[src/alle_pkg.sv]
// shared types and constants of the array linked list engine
// no dependencies: compiled first

package alle_pkg;

    // default sizes of the slot store
    localparam int CAPACITY_DEF      = 64;
    localparam int ELEMENT_WIDTH_DEF = 32;

    // fixed field widths of the request and response channels
    localparam int KIND_W    = 2;
    localparam int ELEM_IN_W = 32;
    localparam int POS_W     = 7;
    localparam int SLOT_W    = 6;
    localparam int STATUS_W  = 3;
    localparam int COUNT_W   = 7;

    // request kinds
    typedef enum logic [KIND_W-1:0] {
        KIND_INSERT = 2'd0,
        KIND_APPEND = 2'd1,
        KIND_SEARCH = 2'd2,
        KIND_REMOVE = 2'd3
    } t_kind;

    // response status codes
    typedef enum logic [STATUS_W-1:0] {
        ST_OK         = 3'd0,
        ST_BAD_POS    = 3'd1,
        ST_FULL       = 3'd2,
        ST_NOT_FOUND  = 3'd3,
        ST_NOT_IN_USE = 3'd4
    } t_status;

    // sequencer states
    typedef enum logic [3:0] {
        S_CLEAR,
        S_IDLE,
        S_DECODE,
        S_WALK,
        S_SEARCH,
        S_TAKE0,
        S_TAKE1,
        S_TAKE2,
        S_TAKE3,
        S_RM1,
        S_RM2,
        S_FINISH
    } t_state;

endpackage

[src/alle_if.sv]
// request and response channel interfaces of the array linked list engine
// depends on alle_pkg

interface alle_req_if;
    import alle_pkg::*;

    logic                        valid;
    logic                        ready;
    t_kind                       kind;
    logic signed [ELEM_IN_W-1:0] element;
    logic        [POS_W-1:0]     position;
    logic        [SLOT_W-1:0]    slot;

    modport source (output valid, kind, element, position, slot, input ready);
    modport sink   (input valid, kind, element, position, slot, output ready);
endinterface

interface alle_rsp_if;
    import alle_pkg::*;

    logic               valid;
    logic               ready;
    t_status            status;
    logic               found;
    logic [SLOT_W-1:0]  slot_index;
    logic [COUNT_W-1:0] count;

    modport source (output valid, status, found, slot_index, count, input ready);
    modport sink   (input valid, status, found, slot_index, count, output ready);
endinterface

[src/alle_ram.sv]
// generic single write port, single read port ram with registered read data
// no dependencies

module alle_ram #(
    parameter int WIDTH = 8,
    parameter int DEPTH = 64
) (
    input  logic                     i_clk,
    input  logic                     i_we,
    input  logic [$clog2(DEPTH)-1:0] i_waddr,
    input  logic [WIDTH-1:0]         i_wdata,
    input  logic [$clog2(DEPTH)-1:0] i_raddr,
    output logic [WIDTH-1:0]         o_rdata
);

    logic [WIDTH-1:0] r_mem [DEPTH];
    logic [WIDTH-1:0] r_rdata;

    // write port
    always_ff @(posedge i_clk) begin
        if (i_we) begin
            r_mem[i_waddr] <= i_wdata;
        end
    end

    // registered read port
    always_ff @(posedge i_clk) begin
        r_rdata <= r_mem[i_raddr];
    end

    assign o_rdata = r_rdata;

endmodule

[src/array_linked_list_engine.sv]
// array linked list engine: doubly linked list over a slot store with a free list
// depends on alle_pkg, alle_if (alle_req_if, alle_rsp_if) and alle_ram
//
// Usage: requests arrive on i_req (kind, element, position, slot) and each one
// gives exactly one response on o_rsp (status, found, slot_index, count).
// One request is processed at a time; i_req.ready is high only while the
// sequencer is idle. The links live in rams with one read and one write port,
// so a list walk visits one link per clock.
// An insert at position p>0 follows links from the head to the insert point
// before it takes the free head slot; an insert at position 0 and an append
// take it at once. A search visits at most CAPACITY nodes. A rejected request
// finishes without changing the lists.
// The next request can transfer in the cycle its response turns valid.
// After reset a clearing pass builds the free list and clears the in-use bits;
// no request is taken during it.
// A finished response sits in an output register; when the receiver stalls,
// the next request is still taken and processed, and its response waits
// until the previous one has been transferred.

module array_linked_list_engine #(
    parameter int CAPACITY      = alle_pkg::CAPACITY_DEF,
    parameter int ELEMENT_WIDTH = alle_pkg::ELEMENT_WIDTH_DEF
) (
    input  logic           i_clk,
    input  logic           i_rst_n,
    alle_req_if.sink       i_req,
    alle_rsp_if.source     o_rsp
);
    import alle_pkg::*;

    localparam int AW = $clog2(CAPACITY);
    localparam int LW = $clog2(CAPACITY + 1);
    localparam int XW = (LW > POS_W) ? LW : POS_W;
    localparam int EW = ELEMENT_WIDTH;
    localparam logic [LW-1:0] NULL_LINK = LW'(CAPACITY);
    localparam logic [XW-1:0] CAP_X     = XW'(CAPACITY);

    // sequencer and list registers
    t_state           r_state, n_state;
    logic [LW-1:0]    r_head, n_head;
    logic [LW-1:0]    r_tail, n_tail;
    logic [LW-1:0]    r_free, n_free;
    logic [LW-1:0]    r_count, n_count;
    logic [LW-1:0]    r_cur, n_cur;
    logic [LW-1:0]    r_nxt, n_nxt;
    logic [LW-1:0]    r_where, n_where;
    logic [XW-1:0]    r_steps, n_steps;
    t_status          r_status, n_status;
    logic             r_found, n_found;

    // latched request
    t_kind            r_kind;
    logic [EW-1:0]    r_elem;
    logic [POS_W-1:0] r_pos;
    logic [SLOT_W-1:0] r_slot;

    // response register
    logic               r_ov, n_ov;
    t_status            r_o_status;
    logic               r_o_found;
    logic [SLOT_W-1:0]  r_o_slot;
    logic [COUNT_W-1:0] r_o_count;
    logic               w_load_out;

    // ram ports
    logic          nx_we, pv_we, iu_we, el_we;
    logic [AW-1:0] nx_wa, pv_wa, iu_wa, el_wa;
    logic [LW-1:0] nx_wd, pv_wd;
    logic          iu_wd;
    logic [AW-1:0] nx_ra, pv_ra, iu_ra, el_ra;
    logic [LW-1:0] nx_rd, pv_rd;
    logic          iu_rd;
    logic [EW-1:0] el_rd;

    // shared compare terms
    logic          w_accept;
    logic          w_cur_ok, w_head_ok, w_free_ok, w_nx_ok, w_pv_ok, w_nxt_ok;
    logic          w_slot_ok, w_pos_bad, w_walk_start, w_walk_more, w_search_more;
    logic          w_match;
    logic [XW-1:0] w_step1;
    logic [LW-1:0] w_slot_l;
    logic [LW-1:0] w_take_nxt;

    assign w_accept      = i_req.valid && i_req.ready;
    assign w_cur_ok      = r_cur < NULL_LINK;
    assign w_head_ok     = r_head < NULL_LINK;
    assign w_free_ok     = r_free < NULL_LINK;
    assign w_nx_ok       = nx_rd < NULL_LINK;
    assign w_pv_ok       = pv_rd < NULL_LINK;
    assign w_nxt_ok      = r_nxt < NULL_LINK;
    assign w_slot_ok     = XW'(r_slot) < CAP_X;
    assign w_slot_l      = LW'(r_slot);
    assign w_pos_bad     = XW'(r_pos) > XW'(r_count);
    assign w_step1       = r_steps + XW'(1);
    assign w_walk_start  = (XW'(1) < XW'(r_pos)) && (XW'(1) < CAP_X) && w_head_ok;
    assign w_walk_more   = (w_step1 < XW'(r_pos)) && (w_step1 < CAP_X) && w_nx_ok;
    assign w_search_more = (w_step1 < CAP_X) && w_nx_ok;
    assign w_match       = el_rd == r_elem;
    assign w_take_nxt    = w_cur_ok ? nx_rd : r_head;
    assign w_load_out    = (r_state == S_FINISH) && (!r_ov || o_rsp.ready);

    // link, prev, in-use and element stores
    alle_ram #(.WIDTH(LW), .DEPTH(CAPACITY)) u_next_ram (
        .i_clk(i_clk), .i_we(nx_we), .i_waddr(nx_wa), .i_wdata(nx_wd),
        .i_raddr(nx_ra), .o_rdata(nx_rd)
    );
    alle_ram #(.WIDTH(LW), .DEPTH(CAPACITY)) u_prev_ram (
        .i_clk(i_clk), .i_we(pv_we), .i_waddr(pv_wa), .i_wdata(pv_wd),
        .i_raddr(pv_ra), .o_rdata(pv_rd)
    );
    alle_ram #(.WIDTH(1), .DEPTH(CAPACITY)) u_used_ram (
        .i_clk(i_clk), .i_we(iu_we), .i_waddr(iu_wa), .i_wdata(iu_wd),
        .i_raddr(iu_ra), .o_rdata(iu_rd)
    );
    alle_ram #(.WIDTH(EW), .DEPTH(CAPACITY)) u_elem_ram (
        .i_clk(i_clk), .i_we(el_we), .i_waddr(el_wa), .i_wdata(r_elem),
        .i_raddr(el_ra), .o_rdata(el_rd)
    );

    // next state
    always_comb begin
        n_state = r_state;
        case (r_state)
            S_CLEAR: begin
                if (r_cur == LW'(CAPACITY - 1)) begin
                    n_state = S_IDLE;
                end
            end
            S_IDLE: begin
                if (w_accept) begin
                    n_state = S_DECODE;
                end
            end
            S_DECODE: begin
                case (r_kind)
                    KIND_INSERT: begin
                        if (w_pos_bad || !w_free_ok) begin
                            n_state = S_FINISH;
                        end else if (w_walk_start) begin
                            n_state = S_WALK;
                        end else begin
                            n_state = S_TAKE0;
                        end
                    end
                    KIND_APPEND: begin
                        n_state = w_free_ok ? S_TAKE0 : S_FINISH;
                    end
                    KIND_SEARCH: begin
                        n_state = w_head_ok ? S_SEARCH : S_FINISH;
                    end
                    default: begin
                        n_state = w_slot_ok ? S_RM1 : S_FINISH;
                    end
                endcase
            end
            S_WALK: begin
                if (!w_walk_more) begin
                    n_state = S_TAKE0;
                end
            end
            S_SEARCH: begin
                if (w_match || !w_search_more) begin
                    n_state = S_FINISH;
                end
            end
            S_TAKE0: n_state = S_TAKE1;
            S_TAKE1: n_state = S_TAKE2;
            S_TAKE2: n_state = S_TAKE3;
            S_TAKE3: n_state = S_FINISH;
            S_RM1: begin
                n_state = iu_rd ? S_RM2 : S_FINISH;
            end
            S_RM2: n_state = S_FINISH;
            S_FINISH: begin
                if (w_load_out) begin
                    n_state = S_IDLE;
                end
            end
            default: n_state = S_IDLE;
        endcase
    end

    // datapath and ram control
    always_comb begin
        n_head   = r_head;
        n_tail   = r_tail;
        n_free   = r_free;
        n_count  = r_count;
        n_cur    = r_cur;
        n_nxt    = r_nxt;
        n_where  = r_where;
        n_steps  = r_steps;
        n_status = r_status;
        n_found  = r_found;
        nx_we = 1'b0; nx_wa = '0; nx_wd = '0; nx_ra = AW'(r_cur);
        pv_we = 1'b0; pv_wa = '0; pv_wd = '0; pv_ra = AW'(r_slot);
        iu_we = 1'b0; iu_wa = '0; iu_wd = 1'b0; iu_ra = AW'(r_slot);
        el_we = 1'b0; el_wa = '0; el_ra = AW'(r_cur);
        case (r_state)
            // build free list chain and clear in-use bits
            S_CLEAR: begin
                nx_we = 1'b1;
                nx_wa = AW'(r_cur);
                nx_wd = r_cur + LW'(1);
                iu_we = 1'b1;
                iu_wa = AW'(r_cur);
                n_cur = (r_cur == LW'(CAPACITY - 1)) ? '0 : r_cur + LW'(1);
            end
            // check the request and start the walk or the reads
            S_DECODE: begin
                n_status = ST_OK;
                n_found  = 1'b0;
                n_where  = '0;
                n_steps  = '0;
                case (r_kind)
                    KIND_INSERT: begin
                        if (w_pos_bad) begin
                            n_status = ST_BAD_POS;
                        end else if (!w_free_ok) begin
                            n_status = ST_FULL;
                        end else if (r_pos == '0) begin
                            n_cur = NULL_LINK;
                        end else begin
                            n_cur   = r_head;
                            n_steps = XW'(1);
                            nx_ra   = AW'(r_head);
                        end
                    end
                    KIND_APPEND: begin
                        if (!w_free_ok) begin
                            n_status = ST_FULL;
                        end
                        n_cur = r_tail;
                    end
                    KIND_SEARCH: begin
                        n_status = ST_NOT_FOUND;
                        n_cur    = r_head;
                        nx_ra    = AW'(r_head);
                        el_ra    = AW'(r_head);
                    end
                    default: begin
                        if (!w_slot_ok) begin
                            n_status = ST_NOT_IN_USE;
                        end
                        nx_ra = AW'(r_slot);
                    end
                endcase
            end
            // follow one link per cycle toward the insert point
            S_WALK: begin
                n_cur   = nx_rd;
                n_steps = w_step1;
                nx_ra   = AW'(nx_rd);
            end
            // compare one stored element per cycle
            S_SEARCH: begin
                if (w_match) begin
                    n_status = ST_OK;
                    n_found  = 1'b1;
                    n_where  = r_cur;
                end else begin
                    n_cur   = nx_rd;
                    n_steps = w_step1;
                    nx_ra   = AW'(nx_rd);
                    el_ra   = AW'(nx_rd);
                end
            end
            // take the free head slot
            S_TAKE0: begin
                nx_ra   = AW'(r_free);
                el_we   = 1'b1;
                el_wa   = AW'(r_free);
                iu_we   = 1'b1;
                iu_wa   = AW'(r_free);
                iu_wd   = 1'b1;
                n_where = r_free;
            end
            // advance free list, fetch successor of the insert point
            S_TAKE1: begin
                n_free = nx_rd;
                nx_ra  = AW'(r_cur);
            end
            // link the new node forward and backward
            S_TAKE2: begin
                n_nxt = w_take_nxt;
                nx_we = 1'b1;
                nx_wa = AW'(r_where);
                nx_wd = w_take_nxt;
                pv_we = 1'b1;
                pv_wa = AW'(r_where);
                pv_wd = r_cur;
                if (!w_cur_ok) begin
                    n_head = r_where;
                end
                if (!(w_take_nxt < NULL_LINK)) begin
                    n_tail = r_where;
                end
            end
            // patch the neighbors
            S_TAKE3: begin
                nx_we   = w_cur_ok;
                nx_wa   = AW'(r_cur);
                nx_wd   = r_where;
                pv_we   = w_nxt_ok;
                pv_wa   = AW'(r_nxt);
                pv_wd   = r_where;
                n_count = r_count + LW'(1);
            end
            // unlink the slot and push it on the free list
            S_RM1: begin
                if (!iu_rd) begin
                    n_status = ST_NOT_IN_USE;
                end else begin
                    n_cur  = pv_rd;
                    n_nxt  = nx_rd;
                    iu_we  = 1'b1;
                    iu_wa  = AW'(r_slot);
                    nx_we  = 1'b1;
                    nx_wa  = AW'(r_slot);
                    nx_wd  = r_free;
                    n_free = w_slot_l;
                    if (!w_pv_ok) begin
                        n_head = nx_rd;
                    end
                    if (!w_nx_ok) begin
                        n_tail = pv_rd;
                    end
                end
            end
            S_RM2: begin
                nx_we   = w_cur_ok;
                nx_wa   = AW'(r_cur);
                nx_wd   = r_nxt;
                pv_we   = w_nxt_ok;
                pv_wa   = AW'(r_nxt);
                pv_wd   = r_cur;
                n_where = w_slot_l;
                if (r_count != '0) begin
                    n_count = r_count - LW'(1);
                end
            end
            default: begin
            end
        endcase
    end

    // response valid: cleared on transfer, set when a result is loaded
    always_comb begin
        n_ov = r_ov;
        if (o_rsp.ready) begin
            n_ov = 1'b0;
        end
        if (w_load_out) begin
            n_ov = 1'b1;
        end
    end

    // control registers
    always_ff @(posedge i_clk) begin
        if (!i_rst_n) begin
            r_state <= S_CLEAR;
            r_head  <= NULL_LINK;
            r_tail  <= NULL_LINK;
            r_free  <= '0;
            r_count <= '0;
            r_cur   <= '0;
            r_ov    <= 1'b0;
        end else begin
            r_state <= n_state;
            r_head  <= n_head;
            r_tail  <= n_tail;
            r_free  <= n_free;
            r_count <= n_count;
            r_cur   <= n_cur;
            r_ov    <= n_ov;
        end
    end

    // working and payload registers
    always_ff @(posedge i_clk) begin
        r_nxt    <= n_nxt;
        r_where  <= n_where;
        r_steps  <= n_steps;
        r_status <= n_status;
        r_found  <= n_found;
        if (w_accept) begin
            r_kind <= i_req.kind;
            r_elem <= EW'($unsigned(i_req.element));
            r_pos  <= i_req.position;
            r_slot <= i_req.slot;
        end
        if (w_load_out) begin
            r_o_status <= r_status;
            r_o_found  <= r_found;
            r_o_slot   <= SLOT_W'(r_where);
            r_o_count  <= COUNT_W'(r_count);
        end
    end

    // channel outputs
    assign i_req.ready      = (r_state == S_IDLE);
    assign o_rsp.valid      = r_ov;
    assign o_rsp.status     = r_o_status;
    assign o_rsp.found      = r_o_found;
    assign o_rsp.slot_index = r_o_slot;
    assign o_rsp.count      = r_o_count;

endmodule
[src/flat_wrapper.sv]
// flat-port wrapper written by rule: the top's interface ports become plain ports
module array_linked_list_engine_flat import alle_pkg::*;
#(
    parameter int CAPACITY      = alle_pkg::CAPACITY_DEF,
    parameter int ELEMENT_WIDTH = alle_pkg::ELEMENT_WIDTH_DEF
)
  (i_clk, i_rst_n, i_req_valid, i_req_kind, i_req_element, i_req_position, i_req_slot, i_req_ready, o_rsp_valid, o_rsp_status, o_rsp_found, o_rsp_slot_index, o_rsp_count, o_rsp_ready);
  alle_req_if i_req_i ();
  alle_rsp_if o_rsp_i ();
  input  logic i_clk;
  input  logic i_rst_n;
  input wire logic [$bits(i_req_i.valid)-1:0] i_req_valid;
  input wire logic [$bits(i_req_i.kind)-1:0] i_req_kind;
  input wire logic [$bits(i_req_i.element)-1:0] i_req_element;
  input wire logic [$bits(i_req_i.position)-1:0] i_req_position;
  input wire logic [$bits(i_req_i.slot)-1:0] i_req_slot;
  output wire logic [$bits(i_req_i.ready)-1:0] i_req_ready;
  output wire logic [$bits(o_rsp_i.valid)-1:0] o_rsp_valid;
  output wire logic [$bits(o_rsp_i.status)-1:0] o_rsp_status;
  output wire logic [$bits(o_rsp_i.found)-1:0] o_rsp_found;
  output wire logic [$bits(o_rsp_i.slot_index)-1:0] o_rsp_slot_index;
  output wire logic [$bits(o_rsp_i.count)-1:0] o_rsp_count;
  input wire logic [$bits(o_rsp_i.ready)-1:0] o_rsp_ready;
  assign i_req_i.valid = i_req_valid;
  assign i_req_i.kind = i_req_kind;
  assign i_req_i.element = i_req_element;
  assign i_req_i.position = i_req_position;
  assign i_req_i.slot = i_req_slot;
  assign i_req_ready = i_req_i.ready;
  assign o_rsp_valid = o_rsp_i.valid;
  assign o_rsp_status = o_rsp_i.status;
  assign o_rsp_found = o_rsp_i.found;
  assign o_rsp_slot_index = o_rsp_i.slot_index;
  assign o_rsp_count = o_rsp_i.count;
  assign o_rsp_i.ready = o_rsp_ready;
  array_linked_list_engine #(.CAPACITY(CAPACITY), .ELEMENT_WIDTH(ELEMENT_WIDTH)) u_core (.i_clk(i_clk), .i_rst_n(i_rst_n), .i_req(i_req_i), .o_rsp(o_rsp_i));
endmodule
[config.mk]
export PLATFORM = sky130hd
export DESIGN_NAME = array_linked_list_engine_flat
export DESIGN_NICKNAME = d
export VERILOG_FILES = /design/src/alle_pkg.sv /design/src/alle_if.sv /design/src/alle_ram.sv /design/src/array_linked_list_engine.sv /design/src/flat_wrapper.sv
export SDC_FILE = /design/constraint.sdc
export NUM_CORES = 2
export LEC_CHECK = 0
export BUFFER_PORTS_ARGS = -buffer_cell sky130_fd_sc_hd__buf_4
export CORE_ASPECT_RATIO = 0.8
export CORE_MARGIN = 2
export CORE_UTILIZATION = 50
export CTS_CLUSTER_SIZE = 28
export DETAILED_ROUTE_END_ITERATION = 6
export GPL_TIMING_DRIVEN = 0
export PLACE_DENSITY = 0.65
export SYNTH_ARGS = -nofsm -noshare
export SYNTH_HDL_FRONTEND = slang
export SYNTH_HIERARCHICAL = 1
export SYNTH_SLANG_ARGS = --single-unit
[constraint.sdc]
create_clock -name i_clk -period 7.45 [get_ports i_clk]
set_clock_uncertainty 0.15 [all_clocks]
set_input_delay 0 -clock i_clk [delete_from_list [all_inputs] [get_ports i_clk]]
set_output_delay 0 -clock i_clk [all_outputs]
set_load 0.01 [all_outputs]
==> impl_metrics.xml <==
<?xml version="1.0" encoding="UTF-8"?>
<metrics>
  <group name="sta">
    <metric name="timing_worst_slew_pin_value" unit="ns">1.54</metric>
    <metric name="timing.final.max_slew_violations" unit="">22</metric>
    <metric name="setup_violations" unit="">0</metric>
    <metric name="finalCriticalPeriod" unit="ns">7.39</metric>
    <metric name="rsz0062_at_grt" unit="">no</metric>
    <metric name="timing.max_slew.rel_slack" unit="%">-2.94</metric>
    <metric name="totalNegativeSetupSlack" unit="ns">0</metric>
    <metric name="fmaxAchievable" unit="MHz">135</metric>
    <metric name="report.final.hold_viol_count" unit="">0</metric>
    <metric name="layout_worst_path_cycle_share" unit="%">99.2</metric>
  </group>
  <group name="grt">
    <metric name="global_route_wire_length_before_repair" unit="um">494000</metric>
    <metric name="global_route.overflow_total" unit="">0</metric>
    <metric name="first_global_vias" unit="">64135</metric>
    <metric name="groute.usage.overall" unit="%">28.0</metric>
    <metric name="grt_start_max_net_pins" unit="">53</metric>
    <metric name="grt_antenna_before_repair" unit="">14</metric>
  </group>
  <group name="route">
    <metric name="tritonroute_pass_1_iters" unit="">6</metric>
    <metric name="post-route-drc-count" unit="">0</metric>
    <metric name="detail_route.wirelength" unit="um">355000</metric>
    <metric name="routedWlPerCell" unit="um">35.1</metric>
    <metric name="dr.first_iter.drc_count" unit="">10350</metric>
    <metric name="detail_route.vias_per_cell" unit="">6.59</metric>
    <metric name="detail-route-antenna-nets" unit="">0</metric>
    <metric name="num_vias" unit="">66787</metric>
  </group>
  <group name="yosys">
    <metric name="ys_ff_latch" unit="">3184</metric>
    <metric name="synth_seq_area_share" unit="%">76.2</metric>
    <metric name="post_synth_fa_ha_maj_area_fraction" unit="%">0.258</metric>
    <metric name="netlist.area_leader.share" unit="%">74.8</metric>
    <metric name="ys.warnings.count" unit="">6</metric>
    <metric name="synth_area" unit="mm2">0.124</metric>
    <metric name="syn-mean-instance-area" unit="um2">21.0</metric>
    <metric name="synthCells" unit="">5932</metric>
    <metric name="post_synth_mux_area_share" unit="%">15.6</metric>
    <metric name="area_share_of_xor_xnor_cells_in_the_synthesized_design" unit="%">0.331</metric>
    <metric name="synth.distinct_cells" unit="">90</metric>
    <metric name="post_synth_main_area_contributors" unit="">sky130_fd_sc_hd__edfxtp_1 (75%), sky130_fd_sc_hd__mux4_2 (14%), sky130_fd_sc_hd__dfxtp_1 (1.4%), sky130_fd_sc_hd__mux2i_1 (1.2%), sky130_fd_sc_hd__nor2_1 (1.2%)</metric>
    <metric name="post_synth_net_total" unit="">6008</metric>
    <metric name="synth_area_leader" unit="">sky130_fd_sc_hd__edfxtp_1</metric>
    <metric name="compound_gate_fraction_of_synth_area" unit="%">3.10</metric>
    <metric name="synth_async_sr_flop_share" unit="%">0</metric>
    <metric name="synth_enable_flop_cells" unit="">3097</metric>
    <metric name="yosys_most_used_dff" unit="">sky130_fd_sc_hd__edfxtp_1</metric>
    <metric name="synth_top_family_by_area" unit="">multiplexers</metric>
    <metric name="yosys.area_share.simple" unit="%">3.05</metric>
  </group>
  <group name="clock_network">
    <metric name="htree_num_levels" unit="">5</metric>
    <metric name="worst_setup_hold_path_clk_slew" unit="ns">0.06</metric>
    <metric name="clkSinkCount" unit="">3184</metric>
    <metric name="worst_skew_pair.late_latency" unit="ns">0.90</metric>
    <metric name="clockBufferDepth" unit="">4</metric>
    <metric name="total_cts_buffers" unit="">311</metric>
    <metric name="ctsRootBufferMaster" unit="">sky130_fd_sc_hd__clkbuf_16</metric>
    <metric name="clock_tree_from_tritoncts" unit="">yes</metric>
  </group>
  <group name="hold_path">
    <metric name="timing.hold.worst_endpoint" unit="">u_core/iu_ra[0]</metric>
    <metric name="hold_path_startpoint" unit="">i_req_valid</metric>
    <metric name="timing.hold.worst.class" unit="">primary input to flip-flop</metric>
    <metric name="hold_depth" unit="">3</metric>
  </group>
  <group name="setup_path">
    <metric name="arrival" unit="ns">8.05</metric>
    <metric name="r2r_setup_slack" unit="ns">0.06</metric>
    <metric name="crit_type" unit="">flip-flop to flip-flop</metric>
    <metric name="r2r_cells" unit="">19</metric>
    <metric name="cp_data_required_time" unit="ns">8.11</metric>
    <metric name="worstReg2RegStart" unit="">u_core/r_elem[25]</metric>
    <metric name="setup.worst_path.end_class" unit="">flip-flop</metric>
    <metric name="critical_path.startpoint_type" unit="">flip-flop</metric>
    <metric name="critPathMaxFanout" unit="">21</metric>
    <metric name="regToRegEndpoint" unit="">u_core/u_elem_ram/o_rdata[5]</metric>
  </group>
  <group name="status">
    <metric name="outcome" unit="">finished, violations left</metric>
    <metric name="failed_checks" unit="">max-capacitance violations, max-slew violations</metric>
  </group>
  <group name="job">
    <metric name="maxCapViolCount" unit="">2</metric>
  </group>
  <group name="die">
    <metric name="die-height" unit="um">450</metric>
    <metric name="start_util" unit="%">50.3</metric>
    <metric name="die_w" unit="um">561</metric>
    <metric name="core_region_area" unit="mm2">0.247</metric>
    <metric name="rows" unit="">163</metric>
    <metric name="die_area" unit="mm2">0.253</metric>
    <metric name="floorplan.io_pins" unit="">70</metric>
  </group>
  <group name="placement">
    <metric name="buffer_ports.inserted" unit="">68</metric>
    <metric name="routabilityCongestion" unit="">0.958</metric>
    <metric name="hpwlAfterDp" unit="um">235000</metric>
  </group>
  <group name="final_layout">
    <metric name="most_common_cell_after_layout_fill_and_taps_aside" unit="">sky130_fd_sc_hd__edfxtp_1</metric>
    <metric name="finish.utilization" unit="%">58.4</metric>
    <metric name="layout_common_cells" unit="">sky130_fd_sc_hd__edfxtp_1 (3097), sky130_fd_sc_hd__mux4_2 (778), sky130_fd_sc_hd__nor2_1 (330)</metric>
    <metric name="drive_gt1_share" unit="%">25.4</metric>
    <metric name="nNetsFinal" unit="">6665</metric>
    <metric name="layout-area-overhead-vs-synth" unit="%">16.1</metric>
  </group>
  <group name="power">
    <metric name="power" unit="uW">47800</metric>
    <metric name="irDropWorstVdd" unit="mV">0.229</metric>
    <metric name="power.static_leakage" unit="uW">0.0441</metric>
    <metric name="power_density_over_cell_area" unit="mW/mm2">331</metric>
  </group>
</metrics>
[logic make-up (layout without fill, tap and decap cells)]
logic type               Yosys count  count (layout)
buffers and inverters            371            1265
AO/OA/AOI/OAI                    554             554
flip-flops                      3184            3184
other                              0               4
multiplexers                     946             946
XOR/XNOR                          47              47
adder cells (fa/ha/maj)           25              25
AND/OR/NAND/NOR                  805             805
[worst max-delay path by stage]
stage                      startpoint                              end  cells past startpoint
finish              u_core/r_elem[25]     u_core/u_elem_ram/o_rdata[5]                     19
global route        u_core/r_elem[16]     u_core/u_elem_ram/o_rdata[5]                     19
global placement    u_core/r_state[1]  u_core/u_elem_ram/r_mem[32][20]                      7
CTS                 u_core/r_elem[25]    u_core/u_elem_ram/o_rdata[19]                     19
floorplan           u_core/r_state[1]   u_core/u_elem_ram/r_mem[34][0]                      7
detailed placement  u_core/r_elem[17]    u_core/u_elem_ram/o_rdata[21]                     17
[critical path, cell delays in order, from the launching register on]
cell and delay (ns):
sky130_fd_sc_hd__edfxtp_1 0.59, sky130_fd_sc_hd__buf_16 0.25, sky130_fd_sc_hd__buf_16 0.17, sky130_fd_sc_hd__buf_16 0.17
sky130_fd_sc_hd__xnor2_1 0.17, sky130_fd_sc_hd__nand4_1 0.17, sky130_fd_sc_hd__nor4_4 0.37, sky130_fd_sc_hd__buf_12 0.20
sky130_fd_sc_hd__a21oi_2 0.18, sky130_fd_sc_hd__or2_2 0.38, sky130_fd_sc_hd__o21ai_0 0.50, sky130_fd_sc_hd__buf_2 0.50
sky130_fd_sc_hd__buf_2 0.40, sky130_fd_sc_hd__buf_2 0.48, sky130_fd_sc_hd__clkdlybuf4s15_1 1.06, sky130_fd_sc_hd__mux4_2 0.40
sky130_fd_sc_hd__o22ai_1 0.12, sky130_fd_sc_hd__nor2_1 0.56, sky130_fd_sc_hd__a21oi_1 0.27, sky130_fd_sc_hd__nor2_1 0.12
[power breakdown]
| group | switching, uW | internal [uW] | total, uW |
|---|---|---|---|
| clock | 6590 | 8760 | 15300 |
| combinational | 7160 | 4420 | 11600 |
| sequential | 300 | 20600 | 20900 |
| total | 14000 | 33700 | 47800 |
[synth_stat cells (all sizes together) (16+ instances only)]
master	n
buf	179
nor2	395
ha	24
and2	20
o21ai	53
o31ai	16
o221ai	51
a22o	16
nand2b	28
nor3	36
nand2	136
a211oi	25
dfxtp	87
nand3b	20
a21oi	119
o22ai	118
nand4	19
nand3	49
inv	40
clkbuf	151
mux4	785
xnor2	43
edfxtp	3097
nor2b	40
mux2i	148
a22oi	52
[layout make-up]
cell class / count / area, um2
fillers: 17661 / 103000
multi-input cells: 2377 / 28300
well taps: 3300 / 4130
flip-flops and latches: 3184 / 94700
plain buffers: 330 / 1720
clock buffers: 398 / 8430
clock inverters: 152 / 1340
inverters: 41 / 154
repair buffers: 344 / 5520
diodes: 4 / 10.0
[state kept, by name, indices dropped and copies added, names as in the netlist, 32 cells and up]
signal / cells
u_core/u_elem_ram/r_mem: 2048
u_core/u_next_ram/r_mem: 448
u_core/u_prev_ram/r_mem: 448
u_core/u_used_ram/r_mem: 64
u_core/r_elem: 32
u_core/u_elem_ram/o_rdata: 32
[stage by stage]
stage / std cells / worst slack (ns) / hold WS [ns] / area [um2]
after floorplan: 5932 / 1.19 / -0.0511 / 124000
after CTS: 10126 / 0.288 / 0.00266 / 144000
after global routing: 10126 / 0.0186 / 0.0460 / 144000
final: 10130 / 0.0611 / 0.0566 / 144000
after detailed placement: 9473 / -0.738 / 0.0293 / 133000
after global placement: 9300 / -4.26 / 0.0294 / 129000
[routing by layer]
layer  track usage [%]  wire length (um)  up-vias
met4              8.70             12800        6
met3              7.36             44400      703
met5                 0               154        -
li1                  -                 -    26158
met1              41.4            141000    35436
met2              40.9            157000     4484
[timing repair]
item	in CTS	in global routing
endpoints found under the setup margin	32	3
hold endpoints to repair	143	0
hold buffers	100	0
buffers inserted	3	0
resized for setup	6	5
pin swaps	2	0
Note: power is estimated with default switching activity, not from simulation.
